[src/hw/rtl/ecf_pkg.sv]
// Package for the Eulerian circuit finder.
// Holds the sequencer state type, status codes and color constants; no dependencies.
package ecf_pkg;

   localparam int COLOR_W       = 6;
   localparam int MAX_COLOR     = 63;
   localparam int NUM_COLORS    = MAX_COLOR + 1;
   localparam int DEF_MAX_EDGES = 64;

   localparam logic [1:0] ST_TOUR     = 2'd0;
   localparam logic [1:0] ST_LOST     = 2'd1;
   localparam logic [1:0] ST_EMPTY    = 2'd2;
   localparam logic [1:0] ST_OVERFLOW = 2'd3;

   typedef enum logic [3:0] {
      S_IDLE,
      S_FETCH,
      S_EVAL,
      S_RESTORE,
      S_CHECK,
      S_OUT_FIRST,
      S_OUT_RD,
      S_OUT_LD,
      S_RESP
   } state_type;

endpackage

[src/hw/rtl/euler_circuit_finder.sv]
// Eulerian circuit finder top level: bead load, Hierholzer walk and tour output.
// Depends on ecf_pkg.
//
//   channel   ports                                       direction
//   request   req_valid req_ready req_op req_color_a/b    in
//   response  rsp_valid rsp_ready rsp_status rsp_from_color
//             rsp_to_color rsp_last                       out
//
// A bead load is taken in S_IDLE; loads go back to back while idle.
// End of case: an overflow, empty or odd-degree status is offered in the cycle after
// the end beat. A walk visits S_FETCH, S_EVAL per edge-store probe (registered read of
// the single edge memory port), S_FETCH, S_RESTORE per pop, then S_OUT_RD, S_OUT_LD,
// S_RESP per tour beat (read, load, handshake); the edge scan loop sets the length.
// Synchronous active-high reset clears all case state; no clearing pass is needed.
// A stalled response beat holds the sequencer; no request is taken until the case ends.
module euler_circuit_finder
   import ecf_pkg::*;
#(
   parameter int MAX_EDGES = DEF_MAX_EDGES
) (
   input  logic               clock,
   input  logic               reset,
   input  logic               req_valid,
   output logic               req_ready,
   input  logic               req_op,
   input  logic [COLOR_W-1:0] req_color_a,
   input  logic [COLOR_W-1:0] req_color_b,
   output logic               rsp_valid,
   input  logic               rsp_ready,
   output logic [1:0]         rsp_status,
   output logic [COLOR_W-1:0] rsp_from_color,
   output logic [COLOR_W-1:0] rsp_to_color,
   output logic               rsp_last
);

   localparam int IDX_W = (MAX_EDGES > 1) ? $clog2(MAX_EDGES) : 1;
   localparam int SI_W  = $clog2(MAX_EDGES + 1);
   localparam int CNT_W = $clog2(MAX_EDGES + 2);
   localparam logic [CNT_W-1:0] MaxCnt = CNT_W'(MAX_EDGES);

   state_type               state_ff, state_in;
   logic [CNT_W-1:0]        count_ff, count_in;
   logic                    ovf_ff, ovf_in;
   logic [NUM_COLORS-1:0]   parity_ff, parity_in;
   logic [COLOR_W-1:0]      start_ff, start_in;
   logic [MAX_EDGES-1:0]    used_ff, used_in;
   logic [COLOR_W-1:0]      here_ff, here_in;
   logic [CNT_W-1:0]        j_ff, j_in;
   logic [CNT_W-1:0]        sp_ff, sp_in;
   logic [CNT_W-1:0]        len_ff, len_in;
   logic [CNT_W-1:0]        k_ff, k_in;
   logic [COLOR_W-1:0]      prev_ff, prev_in;
   logic                    rsp_valid_ff, rsp_valid_in;
   logic [1:0]              rsp_status_ff, rsp_status_in;
   logic [COLOR_W-1:0]      rsp_from_ff, rsp_from_in;
   logic [COLOR_W-1:0]      rsp_to_ff, rsp_to_in;
   logic                    rsp_last_ff, rsp_last_in;

   // memories
   logic [2*COLOR_W-1:0]       edge_mem [MAX_EDGES];
   logic [2*COLOR_W-1:0]       edge_rd_ff;
   logic                       edge_we;
   logic [COLOR_W+CNT_W-1:0]   stack_mem [MAX_EDGES+1];
   logic [COLOR_W+CNT_W-1:0]   stack_rd_ff;
   logic                       stack_we;
   logic [COLOR_W-1:0]         tour_mem [MAX_EDGES+1];
   logic [COLOR_W-1:0]         tour_rd_ff;
   logic                       tour_we;
   logic [CNT_W-1:0]           tour_raddr;
   logic [CNT_W-1:0]           stack_raddr;
   logic [CNT_W-1:0]           stack_waddr;

   logic [COLOR_W-1:0] ea, eb;
   logic               hit;

   assign ea  = edge_rd_ff[2*COLOR_W-1:COLOR_W];
   assign eb  = edge_rd_ff[COLOR_W-1:0];
   assign hit = !used_ff[j_ff[IDX_W-1:0]] && (ea == here_ff || eb == here_ff);
   assign stack_raddr = sp_ff - CNT_W'(2);
   assign stack_waddr = sp_ff - CNT_W'(1);

   always_ff @(posedge clock) begin
      if (edge_we) begin
         edge_mem[count_ff[IDX_W-1:0]] <= {req_color_a, req_color_b};
      end
      edge_rd_ff <= edge_mem[j_ff[IDX_W-1:0]];
   end

   always_ff @(posedge clock) begin
      if (stack_we) begin
         stack_mem[stack_waddr[SI_W-1:0]] <= {here_ff, j_ff + CNT_W'(1)};
      end
      stack_rd_ff <= stack_mem[stack_raddr[SI_W-1:0]];
   end

   always_ff @(posedge clock) begin
      if (tour_we) begin
         tour_mem[len_ff[SI_W-1:0]] <= here_ff;
      end
      tour_rd_ff <= tour_mem[tour_raddr[SI_W-1:0]];
   end

   always_ff @(posedge clock) begin
      if (reset) begin
         state_ff     <= S_IDLE;
         count_ff     <= '0;
         ovf_ff       <= 1'b0;
         parity_ff    <= '0;
         start_ff     <= '1;
         used_ff      <= '0;
         rsp_valid_ff <= 1'b0;
      end else begin
         state_ff     <= state_in;
         count_ff     <= count_in;
         ovf_ff       <= ovf_in;
         parity_ff    <= parity_in;
         start_ff     <= start_in;
         used_ff      <= used_in;
         rsp_valid_ff <= rsp_valid_in;
      end
      here_ff       <= here_in;
      j_ff          <= j_in;
      sp_ff         <= sp_in;
      len_ff        <= len_in;
      k_ff          <= k_in;
      prev_ff       <= prev_in;
      rsp_status_ff <= rsp_status_in;
      rsp_from_ff   <= rsp_from_in;
      rsp_to_ff     <= rsp_to_in;
      rsp_last_ff   <= rsp_last_in;
   end

   always_comb begin
      state_in      = state_ff;
      count_in      = count_ff;
      ovf_in        = ovf_ff;
      parity_in     = parity_ff;
      start_in      = start_ff;
      used_in       = used_ff;
      here_in       = here_ff;
      j_in          = j_ff;
      sp_in         = sp_ff;
      len_in        = len_ff;
      k_in          = k_ff;
      prev_in       = prev_ff;
      rsp_valid_in  = rsp_valid_ff;
      rsp_status_in = rsp_status_ff;
      rsp_from_in   = rsp_from_ff;
      rsp_to_in     = rsp_to_ff;
      rsp_last_in   = rsp_last_ff;
      edge_we       = 1'b0;
      stack_we      = 1'b0;
      tour_we       = 1'b0;
      tour_raddr    = k_ff + CNT_W'(1);
      req_ready     = 1'b0;

      case (state_ff)
         S_IDLE: begin
            req_ready = 1'b1;
            if (req_valid) begin
               if (!req_op) begin
                  if (req_color_a != '0 && req_color_b != '0) begin
                     if (count_ff >= MaxCnt) begin
                        ovf_in = 1'b1;
                     end else begin
                        edge_we = 1'b1;
                        used_in[count_ff[IDX_W-1:0]] = 1'b0;
                        count_in = count_ff + CNT_W'(1);
                        parity_in[req_color_a] = parity_in[req_color_a] ^ 1'b1;
                        parity_in[req_color_b] = parity_in[req_color_b] ^ 1'b1;
                        if (req_color_a < start_in) start_in = req_color_a;
                        if (req_color_b < start_in) start_in = req_color_b;
                     end
                  end
               end else begin
                  rsp_from_in = '0;
                  rsp_to_in   = '0;
                  rsp_last_in = 1'b1;
                  if (ovf_ff) begin
                     rsp_status_in = ST_OVERFLOW;
                     rsp_valid_in  = 1'b1;
                     state_in      = S_RESP;
                  end else if (count_ff == '0) begin
                     rsp_status_in = ST_EMPTY;
                     rsp_valid_in  = 1'b1;
                     state_in      = S_RESP;
                  end else if (|parity_ff) begin
                     rsp_status_in = ST_LOST;
                     rsp_valid_in  = 1'b1;
                     state_in      = S_RESP;
                  end else begin
                     here_in  = start_ff;
                     j_in     = '0;
                     sp_in    = CNT_W'(1);
                     len_in   = '0;
                     k_in     = '0;
                     state_in = S_FETCH;
                  end
               end
            end
         end
         S_FETCH: begin
            if (j_ff < count_ff) begin
               state_in = S_EVAL;
            end else begin
               // pop: record color, resume the entry below
               tour_we = 1'b1;
               len_in  = len_ff + CNT_W'(1);
               sp_in   = sp_ff - CNT_W'(1);
               if (sp_ff == CNT_W'(1)) begin
                  state_in = S_CHECK;
               end else begin
                  state_in = S_RESTORE;
               end
            end
         end
         S_EVAL: begin
            if (hit) begin
               stack_we = 1'b1;
               used_in[j_ff[IDX_W-1:0]] = 1'b1;
               here_in = (ea == here_ff) ? eb : ea;
               j_in    = '0;
               sp_in   = sp_ff + CNT_W'(1);
            end else begin
               j_in = j_ff + CNT_W'(1);
            end
            state_in = S_FETCH;
         end
         S_RESTORE: begin
            here_in  = stack_rd_ff[COLOR_W+CNT_W-1:CNT_W];
            j_in     = stack_rd_ff[CNT_W-1:0];
            state_in = S_FETCH;
         end
         S_CHECK: begin
            tour_raddr = k_ff;
            if (len_ff != count_ff + CNT_W'(1)) begin
               rsp_status_in = ST_LOST;
               rsp_from_in   = '0;
               rsp_to_in     = '0;
               rsp_last_in   = 1'b1;
               rsp_valid_in  = 1'b1;
               state_in      = S_RESP;
            end else begin
               state_in = S_OUT_FIRST;
            end
         end
         S_OUT_FIRST: begin
            prev_in  = tour_rd_ff;
            state_in = S_OUT_RD;
         end
         S_OUT_RD: begin
            state_in = S_OUT_LD;
         end
         S_OUT_LD: begin
            rsp_status_in = ST_TOUR;
            rsp_from_in   = prev_ff;
            rsp_to_in     = tour_rd_ff;
            rsp_last_in   = (k_ff + CNT_W'(1) == count_ff);
            prev_in       = tour_rd_ff;
            rsp_valid_in  = 1'b1;
            state_in      = S_RESP;
         end
         S_RESP: begin
            if (rsp_ready) begin
               rsp_valid_in = 1'b0;
               if (rsp_last_ff) begin
                  // case done: drop all case state
                  count_in  = '0;
                  ovf_in    = 1'b0;
                  parity_in = '0;
                  start_in  = '1;
                  used_in   = '0;
                  state_in  = S_IDLE;
               end else begin
                  k_in     = k_ff + CNT_W'(1);
                  state_in = S_OUT_RD;
               end
            end
         end
         default: begin
            state_in = S_IDLE;
         end
      endcase
   end

   assign rsp_valid      = rsp_valid_ff;
   assign rsp_status     = rsp_status_ff;
   assign rsp_from_color = rsp_from_ff;
   assign rsp_to_color   = rsp_to_ff;
   assign rsp_last       = rsp_last_ff;

endmodule
[config.mk]
export PLATFORM = sky130hd
export DESIGN_NAME = euler_circuit_finder
export DESIGN_NICKNAME = d
export VERILOG_FILES = /design/src/hw/rtl/ecf_pkg.sv /design/src/hw/rtl/euler_circuit_finder.sv
export SDC_FILE = /design/constraint.sdc
export NUM_CORES = 2
export LEC_CHECK = 0
export BUFFER_PORTS_ARGS = -buffer_cell sky130_fd_sc_hd__buf_4
export CAP_MARGIN = 15
export CELL_PAD_IN_SITES_DETAIL_PLACEMENT = 1
export CELL_PAD_IN_SITES_GLOBAL_PLACEMENT = 1
export CORE_MARGIN = 2
export CORE_UTILIZATION = 30
export DETAILED_ROUTE_END_ITERATION = 16
export GPL_TIMING_DRIVEN = 0
export PLACE_DENSITY_LB_ADDON = 0.1
export SLEW_MARGIN = 20
export SYNTH_ARGS = -nofsm -noshare
export SYNTH_HDL_FRONTEND = slang
export SYNTH_SLANG_ARGS = --single-unit
export TNS_END_PERCENT = 30
[constraint.sdc]
create_clock -name clock -period 15.7 [get_ports clock]
set_input_delay 1.57 -clock clock [delete_from_list [all_inputs] [get_ports clock]]
set_output_delay 1.57 -clock clock [all_outputs]
set_load 0.005 [all_outputs]
* Yosys cells after proc, flatten, opt, wreduce, memory -nomap -nowiden *
Memories as Yosys holds them, arrays and structs flattened. A register that Yosys moved wholly into a read port is not among the register bits.
Index checks and enable logic that the tools add are counted.
Widths: inputs -> output; s select.

storage, ports and cells
  register bits after elaboration = 202
  memory bits (writable) = 2,003
  input port bits = 17
  output and inout port bits = 17
  memories kept = 3

memories
  name       words  bits a word  rd ports  clocked after memory_dff  wr ports  line                        source
  stack_mem  65     13           1         1                         1         euler_circuit_finder.sv:63  logic [COLOR_W+CNT_W-1:0] stack_mem [MAX_EDGES+1];
  edge_mem   64     12           1         1                         1         euler_circuit_finder.sv:60  logic [2*COLOR_W-1:0] edge_mem [MAX_EDGES];
  tour_mem   65     6            1         1                         1         euler_circuit_finder.sv:66  logic [COLOR_W-1:0] tour_mem [MAX_EDGES+1];

cells by class
  $add $sub $neg = 7
  magnitude comparators = 12
  equality and inequality tests = 29
  mux-type cells = 136
  bitwise operators = 5
  reductions and logical operators = 34

operators with widths
  cell                 count
  $mux 64              11
  $pmux 64 s3          1
  $mux 7               23
  $mux 6               23
  $bwmux 64            2
  $pmux 64 s2          1
  $and 64x64->64       1
  $not 64->64          1
  $or 64x64->64        1
  $reduce_or 64->1     1
  $pmux 6 s3           3
  $pmux 7 s2           3
  $pmux 7 s3           2
  $mux 1               38
  $add 7x1->7 const B  5
  $pmux 4 s8           1
  $ne 2x2->1 const B   15
  $lt 6x7->1 const B   4
  $mux 4               7
  $reduce_and 7->1     4
  $demux 1 s6          4
  $ge 6x1->1 const B   4
  $reduce_and 8->1     3
  $bmux 1 s6           3
  36 further kinds     62

* Logic depth before layout (Yosys ltp) *
  word-level depth = 14
  gate-level depth with buffers = 21

* Worst setup path before layout *
OpenSTA, ideal clock, no wires.

  path kind = register -> register
  start point = register here_ff[0]
  end point = memory stack_mem[64][0] in the netlist's numbering, enable pin
  setup time = 0.400 ns
  data arrival time = 4.800 ns
  path slack = 10.500 ns
  stages on the path, launching flop included = 9
  clock period less this slack = 5.200 ns
  cells stage by stage = edfxtp_1 xnor2_1 nand4_1 nor3_1 a31oi_1 nor4_1 and2_1 nand3_1 nor3_1

on the way
  cells in the longest elaborated chain, start to end = 7
  elaborated cells on any way between the ends = 8

ends and longest elaborated chain
  element                         line                         source
  start: declaration              euler_circuit_finder.sv:47   logic [COLOR_W-1:0] here_ff, here_in;
  start signal: assignment        euler_circuit_finder.sv:121  here_ff <= here_in;
  $eq 6x6->1                      euler_circuit_finder.sv:78   assign hit = !used_ff[j_ff[IDX_W-1:0]] && (ea == here_ff || eb == here_ff);
  $logic_or 1x1->1 *              euler_circuit_finder.sv:78
  $logic_and 1x1->1 *             euler_circuit_finder.sv:78
  $mux 1 *                        euler_circuit_finder.sv:218  if (hit) begin
  $mux 1 *                        euler_circuit_finder.sv:157  case (state_ff)
  $mux 1 *                        euler_circuit_finder.sv:90   if (stack_we) begin
  $mux 1 (implied by the code) *  euler_circuit_finder.sv:91   stack_mem[stack_waddr[SI_W-1:0]] <= {here_ff, j_ff + CNT_W'(1)};
  end: declaration                euler_circuit_finder.sv:63

Mark *: on every way between the ends. The rest lies on a longest branch, timed or not.

* Final worst setup path *
  start point = input port req_color_a[0]
  end point = memory edge_mem[34][1] in the netlist's numbering, enable pin

on the way
  cells in the longest elaborated chain, start to end = 8

ends and longest elaborated chain
  element                       line                         source
  start: declaration            euler_circuit_finder.sv:26   input logic [COLOR_W-1:0] req_color_a,
  $reduce_bool 6->1             euler_circuit_finder.sv:162  if (req_color_a != '0 && req_color_b != '0) begin
  $logic_and 1x1->1             euler_circuit_finder.sv:162
  $mux 1                        euler_circuit_finder.sv:162
  $mux 1                        euler_circuit_finder.sv:161  if (!req_op) begin
  $mux 1                        euler_circuit_finder.sv:160  if (req_valid) begin
  $mux 1                        euler_circuit_finder.sv:157
  $mux 1                        euler_circuit_finder.sv:83   if (edge_we) begin
  $mux 1 (implied by the code)  euler_circuit_finder.sv:84   edge_mem[count_ff[IDX_W-1:0]] <= {req_color_a, req_color_b};
  end: declaration              euler_circuit_finder.sv:60

No other way between the ends.

==> impl_metrics.yaml <==
pwr:
  irDropWorstVdd_uv: 91.76
  powerDensity_mw_per_mm2: 134.8
  p_total_mw: 14.31
  total_leakage_power_nw: 32.66
placed_design:
  gp_congestion: 0.9025
  port_buffers: 32
  place_inst: 9394
  dpl.hpwl_microns: 230300
worst_hold_path:
  min_path_type: "flip-flop to flip-flop"
  hp-start: "tour_rd_ff[2]$_DFF_P_"
  hold_end: "prev_ff[2]$_DFFE_PP_"
  min_path_cells: 0
timing:
  tightest_slew_ns: 1.251
  finalCritPeriodShare_pct: 47.69
  setup-violations-final: 0
  rsz0062_at_grt: "no"
  fin_skew_ns: 0.1040
  fin_crit_ns: 7.487
  slew-limit-headroom_pct: 16.61
  fmax_mhz: 133.6
  slew_viol_final: 0
  hold_viol: 0
  final.setup.tns_ns: 0
yosys:
  yosys_warnings: 0
  synthDistinctLibCells: 70
  synth_edf_count: 2058
  synth_area_leaders: "edfxtp_1 69%, mux4_2 10%, dfxtp_1 4.0%"
  ys_seq_area_share_pct: 72.76
  syn_nets: 5323
  syn_area_per_cell_sq_um: 17.02
  synth_cells: 5279
  synthArstFlopShare_pct: 0
  synth_top_cell_by_area: "edfxtp_1"
  synth_top_area_share_pct: 68.79
  ys_ff_latch: 2236
  netlist_area_sq_mm: 0.08984
  synth_flop_cell: "edfxtp_1"
setup_path:
  r2r_start: "j_ff[0]$_DFFE_PP_"
  arrival_ns: 8.01
  critPathRequiredTime_ns: 16.23
  crit_top_cell: "clkbuf_1"
  ff2ff_path_depth: 9
  rr_endpoint: "edge_rd_ff[5]$_DFF_P_"
  path_class: "input port to flip-flop"
  reg2reg_slack_ns: 9.11
  crit_chain: "buf_4 -> buf_6 -> clkbuf_1 -> clkbuf_1 -> nor3_1 -> nand2_1 -> o21ai_0 -> nor4_2 -> clkbuf_1 -> clkbuf_1 -> nand2_1 -> nor2_2"
  worst_path_largest_cell_delay_ns: 0.89
  cp_max_fo: 65
  startpoint_type: "input port"
  cp_slowest_cell: "nor2_2"
  critPathCaptureType: "flip-flop"
route:
  first_pass_iters: 6
  routedWlPerCell_microns: 34.23
  drc: 0
  drtIter0Drc: 5532
  drtAntennaViolNets: 0
  vias: 54020
  post_drt_via_cell_ratio: 5.472
  wl_microns: 337900
global_routing:
  gr-usage-met3_pct: 3.367
  grt_pass1_vias: 56110
  grt_max_degree: 74
  grt_use_met1_pct: 30.58
  grt.total_usage_pct: 22.06
  antenna_found_initial: 15
  busiest_layer: "met2"
  grt_pass1_wl_microns: 469500
  gr-total-overflow: 0
  grt_use_met2_pct: 36.00
floorplan:
  die_area_sq_mm: 0.3039
  design.core.area_sq_mm: 0.2973
  num_rows: 200
  initial_core_util_pct: 30.22
  ioPinCount: 34
  die-height_microns: 551.2
  die_w_microns: 551.2
clocking:
  clk_pin_slew_worst_paths_ns: 0.06
  cts_root_buffer: "clkbuf_16"
  cts_hold_buf: 0
  clkLatencyLatePin_ns: 0.93
  clk_path_buf_depth: 4
  cts_setup_buffers: 0
  cts.sinks: 2236
  cts_buffers: 268
  tritoncts: "done"
  htreeDepth: 5
  cts-resized-gates: 0
run:
  drv_cap: 0
layout:
  nets: 5771
  finish.utilization_pct: 35.71
  area.growth.synth_to_final_pct: 18.16
  fin_cells: 9872
  num-fill-cells: 29670
  drive_gt1_share_pct: 20.89
status:
  status: "finished clean"
-- critical path, delay by kind of cell --
| kind | cells | cell delay, ns |
|---|---|---|
| buffers and inverters | 6 | 3.17 |
| AND/OR/NAND/NOR | 5 | 2.64 |
| AO/OA/AOI/OAI | 1 | 0.35 |
-- cells in the final DEF (no fill, tap or decap), types with 47 or more instances in the layout --
master,instances
a21oi_1,218
nand3_1,89
a221oi_1,81
nor2_1,141
buf_4,47
a31oi_1,122
nor3_1,119
mux2i_1,57
clkbuf_2,50
mux4_2,398
clkinv_1,50
nor2_2,128
o21ai_0,161
buf_6,61
clkbuf_16,271
nand4_1,82
dfxtp_1,178
buf_8,61
nand2_1,166
clkbuf_1,303
a22oi_1,351
edfxtp_1,2058
-- through the flow --
stage / instance area (sq um) / hold WS [ns] / setup slack [ns]
2_1_floorplan: 89840 / 0.4000 / 10.50
3_3_place_gp: 95010 / 0.4194 / 4.993
3_5_place_dp: 97740 / 0.4348 / 7.355
4_1_cts: 106100 / 0.4439 / 8.327
5_1_grt: 106100 / 0.4523 / 8.026
6_report: 106200 / 0.4326 / 8.213
-- cells by family after synthesis --
kind of cell | synth area share (%)
muxes | 10.92
AOI/OAI and AO/OA | 8.476
buffers and inverters | 1.756
DFF | 72.76
and+or+nand+nor | 5.097
adders and majority gates | 0.3760
xor gates and xnor gates | 0.6142
-- per-layer routing --
layer	share of wire (%)	vias to the layer above
li1	-	22680
met1	44	29170
met2	48	1690
met3	5.4	481
met4	2.9	0
met5	0	-
-- cells in the mapped netlist (10+ instances only) --
cell	number
a211oi_1	39
a21o_1	13
a21oi_1	218
a221oi_1	81
a22o_1	44
a22oi_1	351
a31oi_1	122
and2_1	29
and3_1	40
buf_1	55
buf_2	10
clkbuf_1	286
dfxtp_1	178
edfxtp_1	2058
ha_1	27
inv_1	37
mux2_2	24
mux2i_1	58
mux4_2	398
nand2_1	168
nand2b_1	16
nand3_1	96
nand3b_1	19
nand4_1	82
nor2_1	269
nor2b_1	13
nor3_1	138
nor3b_1	12
nor4_1	22
o211ai_1	19
o21ai_0	161
o311ai_0	30
o41ai_1	10
or3_1	12
xnor2_1	35
xor2_1	28
-- sequential cells by signal (all words and copies together), names as in the netlist, 4 cells and up --
signal,flops
stack_mem,845
edge_mem,768
tour_mem,390
parity_ff,64
used_ff,64
stack_rd_ff,13
edge_rd_ff,12
count_ff,7
j_ff,7
k_ff,7
len_ff,7
sp_ff,7
here_ff,6
prev_ff,6
rsp_from_color,6
rsp_to_color,6
start_ff,6
tour_rd_ff,6
state_ff,4
-- worst max path at each step --
stage,to,from,slack (ns)
2_1_floorplan,stack_mem[64][0]$_DFFE_PP_,here_ff[0]$_DFFE_PP_,10.50
3_3_place_gp,stack_mem[8][5]$_DFFE_PP_,j_ff[1]$_DFFE_PP_,4.99
3_5_place_dp,edge_mem[34][1]$_DFFE_PP_,req_color_a[0],7.36
4_1_cts,edge_mem[34][3]$_DFFE_PP_,req_color_a[0],8.33
5_1_grt,edge_mem[4][7]$_DFFE_PP_,req_color_a[0],8.03
6_report,edge_mem[34][1]$_DFFE_PP_,req_color_a[0],8.21
-- final cells by class --
type | count | area, sq um | share of cell area (%)
Clock inverter | 126 | 1206 | 1.136
Timing Repair Buffer | 178 | 2340 | 2.204
Multi-Input combinational cell | 2639 | 23490 | 22.13
Antenna cell | 6 | 15.01 | 0.01414
Inverter | 43 | 166.4 | 0.1568
Buffer | 361 | 1509 | 1.421
Tap cell | 3939 | 4928 | 4.643
Clock buffer | 344 | 7136 | 6.722
Sequential cell | 2236 | 65360 | 61.57
-- power breakdown --
group / internal [mW] / switching (mW) / leakage, nW
Clock: 3.46 / 2.58 / 4.03
Sequential: 6.60 / 0.0597 / 19.9
Combinational: 0.476 / 1.12 / 8.77
Note: power is estimated with default switching activity, not from simulation.
